--- src/rtl/hrgb_pkg.sv ---
// ============================================================================
// hrgb_pkg
// Shared constants, types and sector decode for the HSL to RGB converter.
// ============================================================================
package hrgb_pkg;

   // Field widths
   localparam int COLOR_BITS = 8;
   localparam int COLOR_MAX  = (1 << COLOR_BITS) - 1;
   localparam int HUE_BITS   = 13;

   // Hue geometry in sixteenths of a degree
   localparam int HUE_FULL        = 5760;
   localparam int HUE_SECTOR      = 960;
   localparam int HUE_TWO_SECTORS = 1920;
   localparam int HUE_T_BITS      = 11;

   // Per-channel gain: +GAIN_HALF for chroma, -GAIN_HALF for zero, ramp for mid
   localparam int GAIN_HALF = HUE_SECTOR / 2;
   localparam int GAIN_BITS = 10;
   localparam int CN_BITS   = 2 * COLOR_BITS;

   // Channel numerator n = GAIN_HALF*M + cn*gain, quotient n / (HUE_SECTOR*M),
   // biased so that the numerator stays non-negative
   localparam int PROD_BITS = 27;
   localparam int QUO_BITS  = COLOR_BITS + 1;
   localparam int QUO_BIAS  = 1 << (COLOR_BITS - 1);
   localparam int DIVISOR   = HUE_SECTOR * COLOR_MAX;
   localparam int NUM_OFS   = GAIN_HALF * COLOR_MAX + QUO_BIAS * DIVISOR;
   localparam int NUM_BITS  = 26;

   // Reciprocal of the divisor, rounded up; exact for NUM_BITS + 18 <= shift
   localparam int RECIP_SHIFT = 44;
   localparam longint unsigned RECIP =
      ((64'd1 << RECIP_SHIFT) + DIVISOR - 1) / DIVISOR;
   localparam int RECIP_BITS = 27;
   localparam int MULT_BITS  = NUM_BITS + RECIP_BITS;
   localparam int RES_BITS   = COLOR_BITS + 3;

   localparam int STAGES = 5;

   typedef enum logic [2:0] {
      SECT_RY = 3'd0,
      SECT_YG = 3'd1,
      SECT_GC = 3'd2,
      SECT_CB = 3'd3,
      SECT_BM = 3'd4,
      SECT_MR = 3'd5
   } sector_type;

   typedef enum logic [1:0] {
      CHAN_RED   = 2'd0,
      CHAN_GREEN = 2'd1,
      CHAN_BLUE  = 2'd2
   } chan_type;

   typedef enum logic [1:0] {
      ROLE_CHROMA = 2'd0,
      ROLE_MID    = 2'd1,
      ROLE_NONE   = 2'd2
   } role_type;

   typedef struct packed {
      logic s1;
      logic s2;
      logic s3;
      logic s4;
      logic s5;
   } stage_en_type;

   typedef struct packed {
      logic [CN_BITS-1:0]           chroma;
      logic signed [GAIN_BITS-1:0]  gain;
      logic [COLOR_BITS-1:0]        light;
   } chan_feed_type;

   // Which part of the color a channel carries in a given sector
   function automatic role_type chan_role(sector_type sec, chan_type ch);
      role_type role;
      role = ROLE_NONE;
      case (sec)
         SECT_RY: role = (ch == CHAN_RED)   ? ROLE_CHROMA :
                         (ch == CHAN_GREEN) ? ROLE_MID : ROLE_NONE;
         SECT_YG: role = (ch == CHAN_GREEN) ? ROLE_CHROMA :
                         (ch == CHAN_RED)   ? ROLE_MID : ROLE_NONE;
         SECT_GC: role = (ch == CHAN_GREEN) ? ROLE_CHROMA :
                         (ch == CHAN_BLUE)  ? ROLE_MID : ROLE_NONE;
         SECT_CB: role = (ch == CHAN_BLUE)  ? ROLE_CHROMA :
                         (ch == CHAN_GREEN) ? ROLE_MID : ROLE_NONE;
         SECT_BM: role = (ch == CHAN_BLUE)  ? ROLE_CHROMA :
                         (ch == CHAN_RED)   ? ROLE_MID : ROLE_NONE;
         default: role = (ch == CHAN_RED)   ? ROLE_CHROMA :
                         (ch == CHAN_BLUE)  ? ROLE_MID : ROLE_NONE;
      endcase
      return role;
   endfunction

   // Gain that a channel applies to the chroma numerator
   function automatic logic signed [GAIN_BITS-1:0] chan_gain(
      sector_type sec, chan_type ch, logic signed [GAIN_BITS-1:0] ramp);
      logic signed [GAIN_BITS-1:0] gain;
      gain = ramp;
      case (chan_role(sec, ch))
         ROLE_CHROMA: gain = GAIN_BITS'(GAIN_HALF);
         ROLE_MID:    gain = ramp;
         default:     gain = GAIN_BITS'(-GAIN_HALF);
      endcase
      return gain;
   endfunction

endpackage

--- src/rtl/hrgb_if.sv ---
// ============================================================================
// hrgb_if
// Request and response channels of the HSL to RGB converter.
// ============================================================================
interface hrgb_req_if;
   import hrgb_pkg::*;

   logic                  valid;
   logic                  ready;
   logic [HUE_BITS-1:0]   hue;
   logic [COLOR_BITS-1:0] saturation;
   logic [COLOR_BITS-1:0] lightness;

   modport source (output valid, output hue, output saturation, output lightness,
                   input ready);
   modport sink   (input valid, input hue, input saturation, input lightness,
                   output ready);
endinterface

interface hrgb_rsp_if;
   import hrgb_pkg::*;

   logic                  valid;
   logic                  ready;
   logic [COLOR_BITS-1:0] red;
   logic [COLOR_BITS-1:0] green;
   logic [COLOR_BITS-1:0] blue;

   modport source (output valid, output red, output green, output blue,
                   input ready);
   modport sink   (input valid, input red, input green, input blue,
                   output ready);
endinterface

--- src/rtl/hrgb_front.sv ---
// ============================================================================
// hrgb_front
// Stages one and two: hue wrap, sector and ramp decode, chroma product.
// ============================================================================
module hrgb_front (
   input  logic                            clock,
   input  hrgb_pkg::stage_en_type          en,
   input  logic [hrgb_pkg::HUE_BITS-1:0]   hue,
   input  logic [hrgb_pkg::COLOR_BITS-1:0] saturation,
   input  logic [hrgb_pkg::COLOR_BITS-1:0] lightness,
   output hrgb_pkg::chan_feed_type         feed_red,
   output hrgb_pkg::chan_feed_type         feed_green,
   output hrgb_pkg::chan_feed_type         feed_blue
);
   import hrgb_pkg::*;

   logic [HUE_BITS-1:0]   hue_ff, hue_in;
   logic [COLOR_BITS-1:0] sat_ff, light_ff;

   logic [COLOR_BITS:0]          two_light, light_dev;
   logic [COLOR_BITS-1:0]        span;
   logic [CN_BITS-1:0]           chroma;
   logic [1:0]                   pair;
   logic [HUE_T_BITS-1:0]        t_pos, tri_dist;
   logic                         upper;
   sector_type                   sector;
   logic signed [HUE_T_BITS:0]   ramp_wide;
   logic signed [GAIN_BITS-1:0]  ramp;

   chan_feed_type red_ff, red_in, green_ff, green_in, blue_ff, blue_in;

   // Wrap hue past full circle
   always_comb begin
      hue_in = hue;
      if (hue >= HUE_BITS'(HUE_FULL)) begin
         hue_in = hue - HUE_BITS'(HUE_FULL);
      end
   end

   // Stage one: hold wrapped hue and inputs
   always_ff @(posedge clock) begin
      if (en.s1) begin
         hue_ff   <= hue_in;
         sat_ff   <= saturation;
         light_ff <= lightness;
      end
   end

   // Chroma numerator (M - |2l - M|) * s
   always_comb begin
      two_light = {light_ff, 1'b0};
      if (two_light >= (COLOR_BITS+1)'(COLOR_MAX)) begin
         light_dev = two_light - (COLOR_BITS+1)'(COLOR_MAX);
      end else begin
         light_dev = (COLOR_BITS+1)'(COLOR_MAX) - two_light;
      end
      span   = COLOR_BITS'(COLOR_MAX) - light_dev[COLOR_BITS-1:0];
      chroma = CN_BITS'(span) * CN_BITS'(sat_ff);
   end

   // Sector and triangle ramp within each pair of sectors
   always_comb begin
      if (hue_ff >= HUE_BITS'(2 * HUE_TWO_SECTORS)) begin
         pair  = 2'd2;
         t_pos = HUE_T_BITS'(hue_ff - HUE_BITS'(2 * HUE_TWO_SECTORS));
      end else if (hue_ff >= HUE_BITS'(HUE_TWO_SECTORS)) begin
         pair  = 2'd1;
         t_pos = HUE_T_BITS'(hue_ff - HUE_BITS'(HUE_TWO_SECTORS));
      end else begin
         pair  = 2'd0;
         t_pos = HUE_T_BITS'(hue_ff);
      end
      upper  = (t_pos >= HUE_T_BITS'(HUE_SECTOR));
      sector = sector_type'({pair, upper});
      if (upper) begin
         tri_dist = t_pos - HUE_T_BITS'(HUE_SECTOR);
      end else begin
         tri_dist = HUE_T_BITS'(HUE_SECTOR) - t_pos;
      end
      ramp_wide = (HUE_T_BITS+1)'(GAIN_HALF) - $signed({1'b0, tri_dist});
      ramp      = ramp_wide[GAIN_BITS-1:0];
   end

   // Pick each channel's gain
   always_comb begin
      red_in.chroma   = chroma;
      red_in.gain     = chan_gain(sector, CHAN_RED, ramp);
      red_in.light    = light_ff;
      green_in.chroma = chroma;
      green_in.gain   = chan_gain(sector, CHAN_GREEN, ramp);
      green_in.light  = light_ff;
      blue_in.chroma  = chroma;
      blue_in.gain    = chan_gain(sector, CHAN_BLUE, ramp);
      blue_in.light   = light_ff;
   end

   // Stage two: hold per-channel feed
   always_ff @(posedge clock) begin
      if (en.s2) begin
         red_ff   <= red_in;
         green_ff <= green_in;
         blue_ff  <= blue_in;
      end
   end

   assign feed_red   = red_ff;
   assign feed_green = green_ff;
   assign feed_blue  = blue_ff;

endmodule

--- src/rtl/hrgb_chan.sv ---
// ============================================================================
// hrgb_chan
// Stages three to five of one color channel: numerator, reciprocal
// division, final offset with clamp.
// ============================================================================
module hrgb_chan (
   input  logic                            clock,
   input  hrgb_pkg::stage_en_type          en,
   input  hrgb_pkg::chan_feed_type         feed,
   output logic [hrgb_pkg::COLOR_BITS-1:0] level
);
   import hrgb_pkg::*;

   logic signed [PROD_BITS-1:0] prod, num_wide;
   logic [NUM_BITS-1:0]         num_ff;
   logic [COLOR_BITS-1:0]       light3_ff, light4_ff;
   logic [MULT_BITS-1:0]        mult;
   logic [QUO_BITS-1:0]         quo_ff;
   logic signed [RES_BITS-1:0]  res;
   logic [COLOR_BITS-1:0]       level_ff, level_in;

   // Biased numerator: offset plus chroma times gain
   always_comb begin
      prod     = $signed({1'b0, feed.chroma}) * $signed(feed.gain);
      num_wide = prod + PROD_BITS'(NUM_OFS);
   end

   // Stage three: hold numerator
   always_ff @(posedge clock) begin
      if (en.s3) begin
         num_ff    <= num_wide[NUM_BITS-1:0];
         light3_ff <= feed.light;
      end
   end

   // Divide by multiplying with the rounded-up reciprocal
   assign mult = MULT_BITS'(num_ff) * MULT_BITS'(RECIP);

   // Stage four: hold biased quotient
   always_ff @(posedge clock) begin
      if (en.s4) begin
         quo_ff    <= mult[RECIP_SHIFT +: QUO_BITS];
         light4_ff <= light3_ff;
      end
   end

   // Remove bias, add lightness and clamp to full scale
   always_comb begin
      res = $signed({3'b000, light4_ff}) + $signed({2'b00, quo_ff})
            - RES_BITS'(QUO_BIAS);
      if (res[RES_BITS-1]) begin
         level_in = '0;
      end else if (res > RES_BITS'(COLOR_MAX)) begin
         level_in = COLOR_BITS'(COLOR_MAX);
      end else begin
         level_in = res[COLOR_BITS-1:0];
      end
   end

   // Stage five: output register
   always_ff @(posedge clock) begin
      if (en.s5) begin
         level_ff <= level_in;
      end
   end

   assign level = level_ff;

endmodule

--- src/rtl/hsl_to_rgb_converter_unit.sv ---
// ============================================================================
// hsl_to_rgb_converter_unit
// Five-stage pipelined HSL to RGB color converter.
// ============================================================================
// Usage:
//   req carries one color per request: hue in 1/16 degree (values from 5760
//   wrap around the circle), saturation and lightness on 0..255.
//   rsp returns red, green and blue on 0..255, rounded to nearest.
//   Both channels move a request when valid and ready are high together.
// Pipeline and throughput:
//   rsp.valid rises once a taken request has passed every pipeline stage;
//   one request is taken every clock while rsp is ready. The depth is set
//   by the two multiplies per channel (chroma gain, reciprocal divide), each
//   with its own register stage.
// Reset:
//   Synchronous reset empties the pipeline; rsp.valid drops at the next
//   clock. Data registers are not reset.
// Stall:
//   When rsp is not ready the result holds. Each stage keeps advancing
//   while the stage ahead of it is empty, so bubbles close up and req stays
//   ready until every stage holds a request.
module hsl_to_rgb_converter_unit (
   input logic        clock,
   input logic        reset,
   hrgb_req_if.sink   req,
   hrgb_rsp_if.source rsp
);
   import hrgb_pkg::*;

   logic [STAGES-1:0] valid_ff, valid_in;
   stage_en_type      en;
   chan_feed_type     feed_red, feed_green, feed_blue;

   // Advance a stage when it is empty or the stage ahead advances
   always_comb begin
      en.s5 = !valid_ff[4] || rsp.ready;
      en.s4 = !valid_ff[3] || en.s5;
      en.s3 = !valid_ff[2] || en.s4;
      en.s2 = !valid_ff[1] || en.s3;
      en.s1 = !valid_ff[0] || en.s2;
   end

   // Valid bits travel with the data
   always_comb begin
      valid_in = valid_ff;
      if (en.s1) begin
         valid_in[0] = req.valid;
      end
      if (en.s2) begin
         valid_in[1] = valid_ff[0];
      end
      if (en.s3) begin
         valid_in[2] = valid_ff[1];
      end
      if (en.s4) begin
         valid_in[3] = valid_ff[2];
      end
      if (en.s5) begin
         valid_in[4] = valid_ff[3];
      end
   end

   always_ff @(posedge clock) begin
      if (reset) begin
         valid_ff <= '0;
      end else begin
         valid_ff <= valid_in;
      end
   end

   assign req.ready = en.s1;
   assign rsp.valid = valid_ff[4];

   hrgb_front u_front (
      .clock      (clock),
      .en         (en),
      .hue        (req.hue),
      .saturation (req.saturation),
      .lightness  (req.lightness),
      .feed_red   (feed_red),
      .feed_green (feed_green),
      .feed_blue  (feed_blue)
   );

   hrgb_chan u_chan_red (
      .clock (clock),
      .en    (en),
      .feed  (feed_red),
      .level (rsp.red)
   );

   hrgb_chan u_chan_green (
      .clock (clock),
      .en    (en),
      .feed  (feed_green),
      .level (rsp.green)
   );

   hrgb_chan u_chan_blue (
      .clock (clock),
      .en    (en),
      .feed  (feed_blue),
      .level (rsp.blue)
   );

endmodule

--- src/flat_wrapper.sv ---
// flat-port wrapper written by rule: the top's interface ports become plain ports
module hsl_to_rgb_converter_unit_flat import hrgb_pkg::*;
  (clock, reset, req_valid, req_hue, req_saturation, req_lightness, req_ready, rsp_valid, rsp_red, rsp_green, rsp_blue, rsp_ready);
  hrgb_req_if req_i ();
  hrgb_rsp_if rsp_i ();
  input logic clock;
  input logic reset;
  input wire logic [$bits(req_i.valid)-1:0] req_valid;
  input wire logic [$bits(req_i.hue)-1:0] req_hue;
  input wire logic [$bits(req_i.saturation)-1:0] req_saturation;
  input wire logic [$bits(req_i.lightness)-1:0] req_lightness;
  output wire logic [$bits(req_i.ready)-1:0] req_ready;
  output wire logic [$bits(rsp_i.valid)-1:0] rsp_valid;
  output wire logic [$bits(rsp_i.red)-1:0] rsp_red;
  output wire logic [$bits(rsp_i.green)-1:0] rsp_green;
  output wire logic [$bits(rsp_i.blue)-1:0] rsp_blue;
  input wire logic [$bits(rsp_i.ready)-1:0] rsp_ready;
  assign req_i.valid = req_valid;
  assign req_i.hue = req_hue;
  assign req_i.saturation = req_saturation;
  assign req_i.lightness = req_lightness;
  assign req_ready = req_i.ready;
  assign rsp_valid = rsp_i.valid;
  assign rsp_red = rsp_i.red;
  assign rsp_green = rsp_i.green;
  assign rsp_blue = rsp_i.blue;
  assign rsp_i.ready = rsp_ready;
  hsl_to_rgb_converter_unit u_core (.clock(clock), .reset(reset), .req(req_i), .rsp(rsp_i));
endmodule
--- config.mk ---
export PLATFORM = sky130hd
export DESIGN_NAME = hsl_to_rgb_converter_unit_flat
export DESIGN_NICKNAME = d
export VERILOG_FILES = /design/src/rtl/hrgb_pkg.sv /design/src/rtl/hrgb_if.sv /design/src/rtl/hrgb_front.sv /design/src/rtl/hrgb_chan.sv /design/src/rtl/hsl_to_rgb_converter_unit.sv /design/src/flat_wrapper.sv
export SDC_FILE = /design/constraint.sdc
export NUM_CORES = 2
export LEC_CHECK = 0
export ABC_AREA = 1
export BUFFER_PORTS_ARGS = -buffer_cell sky130_fd_sc_hd__buf_2
export CORE_UTILIZATION = 60
export CTS_BUF_LIST = sky130_fd_sc_hd__clkbuf_16
export CTS_CLUSTER_DIAMETER = 200
export DETAILED_ROUTE_END_ITERATION = 8
export GPL_ROUTABILITY_DRIVEN = 0
export GPL_TIMING_DRIVEN = 0
export PLACE_DENSITY = 0.85
export SKIP_LAST_GASP = 1
export SYNTH_ARGS = -nofsm -noshare
export SYNTH_HDL_FRONTEND = slang
export SYNTH_SLANG_ARGS = --single-unit
--- constraint.sdc ---
create_clock -name clock -period 10.25 [get_ports clock]
set_clock_uncertainty 0.05 [all_clocks]
set_input_delay 1.5375 -clock clock [delete_from_list [all_inputs] [get_ports clock]]
set_output_delay 1.5375 -clock clock [all_outputs]
set_load 0.01 [all_outputs]
==> impl_metrics.prom <==
# TYPE chip_impl_metric gauge
chip_impl_metric{name="die_width",unit="um"} 299
chip_impl_metric{name="clock_insertion_delay_worst_skew",unit="ns"} 0.60
chip_impl_metric{name="routed_vias",unit=""} 40100
chip_impl_metric{name="synth_seq_area_share",unit="%"} 12.9
chip_impl_metric{name="reg2regPathDepth",unit=""} 25
chip_impl_metric{name="timing.final.crit_share",unit="%"} 69.7
chip_impl_metric{name="synth.ff_latch_count",unit=""} 229
chip_impl_metric{name="grt_util_met1",unit="%"} 37.1
chip_impl_info{name="end_kind",value="flop"} 1
chip_impl_metric{name="clk_pin_slew",unit="ns"} 0.06
chip_impl_metric{name="worstHoldPathCells",unit=""} 0
chip_impl_metric{name="ctsHtreeMaxLevel",unit=""} 1
chip_impl_metric{name="cts_resized",unit=""} 0
chip_impl_metric{name="setup-tns-final",unit="ns"} 0
chip_impl_metric{name="dieHeight",unit="um"} 299
chip_impl_metric{name="worst-slew-pin-transition",unit="ns"} 1.07
chip_impl_metric{name="synth-edff-count",unit=""} 224
chip_impl_metric{name="initial_utilization",unit="%"} 60.7
chip_impl_metric{name="first_global_vias",unit=""} 42800
chip_impl_info{name="synth_common_cells",value="1611 x inv_1, 1108 x ha_1, 876 x nand2_1"} 1
chip_impl_metric{name="syn_std_cell_area",unit="um^2"} 52800
chip_impl_info{name="holdCritStartpoint",value="u_core.u_chan_red.light3_ff[5]"} 1
chip_impl_info{name="timing_worst_setup_path_type",value="reg2reg"} 1
chip_impl_info{name="tritoncts",value="yes"} 1
chip_impl_info{name="outcome",value="complete, no violations"} 1
chip_impl_metric{name="syn2layout_area_growth",unit="%"} 5.00
chip_impl_metric{name="grt_antenna_before_repair",unit=""} 2
chip_impl_metric{name="worst-endpoint-arrival",unit="ns"} 7.42
chip_impl_metric{name="fmaxAchievable",unit="MHz"} 140
chip_impl_metric{name="nets_finish",unit=""} 7849
chip_impl_metric{name="total_inserted_antenna_cells",unit=""} 0
chip_impl_info{name="netlist.top_cell.by_area",value="fa_1"} 1
chip_impl_metric{name="total_cts_buffers",unit=""} 28
chip_impl_metric{name="layout-drive-gt1-share",unit="%"} 2.58
chip_impl_info{name="grt_setup_unrepaired",value="no"} 1
chip_impl_metric{name="gr-total-overflow",unit=""} 0
chip_impl_metric{name="async_flop_share",unit="%"} 0
chip_impl_metric{name="gr-usage-met3",unit="%"} 6.58
chip_impl_metric{name="die_area",unit="um^2"} 89200
chip_impl_metric{name="detailedPlacementHpwl",unit="mm"} 111
chip_impl_metric{name="setup_viol",unit=""} 0
chip_impl_metric{name="final_max_slew_viol_count",unit=""} 0
chip_impl_metric{name="path_max_fanout",unit=""} 10
chip_impl_metric{name="io_pins",unit=""} 59
chip_impl_metric{name="number_of_cell_rows",unit=""} 108
chip_impl_metric{name="max-cap-violations",unit=""} 0
chip_impl_metric{name="syn-mean-instance-area",unit="um^2"} 9.08
chip_impl_metric{name="synth_largest_type_area_fraction",unit="%"} 30.5
chip_impl_info{name="root_buffer",value="clkbuf_16"} 1
chip_impl_metric{name="routedWlPerCell",unit="um"} 18.5
chip_impl_metric{name="route.antenna.remaining_nets",unit=""} 0
chip_impl_info{name="gr-max-usage-layer",value="met2"} 1
chip_impl_info{name="min-delay-path-class",value="reg2reg"} 1
chip_impl_info{name="yosys-top-cells-area",value="fa_1 30%, ha_1 26%, edfxtp_1 13%, inv_1 11%, nand2_1 6.2%"} 1
chip_impl_metric{name="worst_slew_margin_rel",unit="%"} 28.5
chip_impl_metric{name="first_iter_violations",unit=""} 3506
chip_impl_metric{name="finalCriticalPeriod",unit="ns"} 7.14
chip_impl_metric{name="post_synth_inst_count",unit=""} 5813
chip_impl_info{name="worst_hold_path.endpoint",value="u_core.u_chan_red.light4_ff[5]"} 1
chip_impl_metric{name="drt-total-wl",unit="mm"} 131
chip_impl_metric{name="place.port_buffers",unit=""} 58
chip_impl_metric{name="synthDistinctLibCells",unit=""} 55
chip_impl_metric{name="core_region_area",unit="um^2"} 87000
chip_impl_metric{name="postCtsHoldBufs",unit=""} 0
chip_impl_metric{name="vias_per_cell",unit=""} 5.67
chip_impl_metric{name="global_route.usage.met2",unit="%"} 49.9
chip_impl_metric{name="synth_nets",unit=""} 7758
chip_impl_metric{name="preCtsSetupSlack",unit="ns"} 3.38
chip_impl_info{name="regToRegEndpoint",value="u_core.u_chan_blue.num_ff[23]"} 1
chip_impl_metric{name="grt_first_pass_wirelength",unit="mm"} 212
chip_impl_info{name="ys_dominant_reg_cell",value="edfxtp_1"} 1
chip_impl_metric{name="cts-root-to-sink-buffers",unit=""} 3
chip_impl_info{name="yosys.cell_count.top_type",value="inv_1"} 1
chip_impl_metric{name="yosysWarnings",unit=""} 0
chip_impl_metric{name="r2r_slack",unit="ns"} 3.11
chip_impl_metric{name="pin_count_of_the_biggest_net_entering_global_routing",unit=""} 76
chip_impl_metric{name="clock_sinks",unit=""} 229
chip_impl_metric{name="globalRouteTotalUtil",unit="%"} 29.9
chip_impl_info{name="r2r-start",value="u_core.u_front.feed_blue[26]"} 1
chip_impl_metric{name="cts_setup_buffers",unit=""} 0
chip_impl_metric{name="critPathRequiredTime",unit="ns"} 10.53
chip_impl_metric{name="finalWorstSetupSlack",unit="ns"} 3.11
chip_impl_metric{name="finalHoldViolCount",unit=""} 0
chip_impl_metric{name="firstDrtPassIters",unit=""} 7
chip_impl_metric{name="drc_errors",unit=""} 0
chip_impl_info{name="start_kind",value="flop"} 1
[metrics by stage]
step | util, % | hold WS, ns | std cells | instance area [um^2]
2_1_floorplan | - | 0.350 | 5813 | 52800
3_3_place_gp | 62.7 | 0.351 | 7026 | 54500
3_5_place_dp | 62.7 | 0.355 | 7028 | 54600
4_1_cts | 63.7 | 0.369 | 7078 | 55400
5_1_grt | 63.7 | 0.382 | 7079 | 55400
6_report | 63.7 | 0.370 | 7079 | 55400
[worst max path at each step]
| stage | startpoint | to | slack, ns | cells after the start |
|---|---|---|---|---|
| after floorplan | rsp_ready | req_ready | 2.98 | 8 |
| after global placement | rsp_ready | req_ready | 0.60 | 10 |
| after detailed placement | u_core.u_front.feed_blue[26] | u_core.u_chan_blue.num_ff[23] | 3.38 | 25 |
| after CTS | u_core.u_front.feed_blue[26] | u_core.u_chan_blue.num_ff[23] | 3.27 | 25 |
| after global routing | u_core.u_front.feed_blue[26] | u_core.u_chan_blue.num_ff[23] | 2.85 | 25 |
| final | u_core.u_front.feed_blue[26] | u_core.u_chan_blue.num_ff[23] | 3.11 | 25 |
[registers in the layout (all words and copies together) (netlist names)]
register / cells
u_core.u_chan_red.quo_ff: 9
u_core.u_chan_red.light4_ff: 8
u_core.u_chan_blue.num_ff: 25
u_core.valid_ff: 5
u_core.u_front.sat_ff: 8
u_core.u_front.hue_ff: 13
u_core.u_chan_green.quo_ff: 9
u_core.u_front.feed_blue: 33
u_core.u_chan_green.level: 8
u_core.u_chan_green.num_ff: 25
u_core.u_front.feed_red: 10
u_core.u_chan_blue.quo_ff: 9
u_core.u_chan_red.level: 8
u_core.u_chan_red.light3_ff: 8
u_core.u_front.feed_green: 10
u_core.u_front.light_ff: 8
u_core.u_chan_red.num_ff: 25
u_core.u_chan_blue.level: 8
[layer usage]
| metal | part of all wire, % | up-vias |
|---|---|---|
| met2 | 47 | 2009 |
| met4 | 5.4 | 0 |
| li1 | - | 18200 |
| met1 | 37 | 19400 |
| met5 | 0 | - |
| met3 | 10 | 528 |
[logic make-up after synthesis]
logic type,after synthesis,synth area share (%)
buffers and inverters,1699,12.1
adders and majority gates,1912,56.7
AOI/OAI and AO/OA,496,5.36
xor gates and xnor gates,153,2.58
and+or+nand+nor,1324,10.3
DFF,229,12.9
[placed cells by master (no fill, tap or decap), types with 4 or more instances in the layout]
master     netlist  routed
a211oi_1        10      10
o31ai_1          9       9
o221ai_1         7       7
o21a_1          15      15
a31oi_1         15      15
xnor2_1         51      51
a21oi_1        245     245
edfxtp_1       224     224
nor4_1          15      15
o211ai_1         6       6
ha_1          1108    1108
o2111ai_1        4       4
a21o_1          21      21
xor2_1          99      99
buf_1           11      11
o21ai_0        115     115
nand2_1        876     875
clkinv_1         0       8
o21ai_1          8       8
nand3_1        107     107
buf_2            0      58
inv_1         1611    1615
clkbuf_1        68      68
nor3_1          27      27
nand3_2          5       5
clkbuf_16        0      29
o21bai_1        11      11
fa_1           804     804
nand4_1         32      32
nand2_2         11      12
a21boi_0        13      13
dfxtp_1          5       5
or2_2            9       9
inv_2            7       8
nor2_1         220     220
a221oi_1         7       7
nor3b_1          4       4
[final cells by class]
type                    count  area (um^2)
fillers                  6614        31600
inverters                1619         6080
plain buffers              80          308
clock inverters            21          106
clock buffers              29          726
flip-flops and latches    229         6830
well taps                1155         1450
multi-input cells        3885        39600
repair buffers             61          358
[critical path: stages (launching register included)]
cell and delay [ns]:
edfxtp_1 0.33, clkbuf_1 0.79, clkbuf_1 0.70, nand2_1 0.17, fa_1 0.57, inv_1 0.05
fa_1 0.50, inv_1 0.06, fa_1 0.54, inv_1 0.05, fa_1 0.50, fa_1 0.41
ha_1 0.36, a21oi_1 0.22, o21ai_0 0.12, a21oi_1 0.21, inv_1 0.06, a21oi_1 0.19
inv_1 0.06, a21oi_1 0.19, inv_1 0.06, a21oi_1 0.21, o21ai_0 0.16, nand2_1 0.09
nand2_1 0.06, xor2_1 0.14
Power is left out: the tool's default activity adds up to more than one toggle a clock period on the data nets, which glitch-free logic cannot reach.
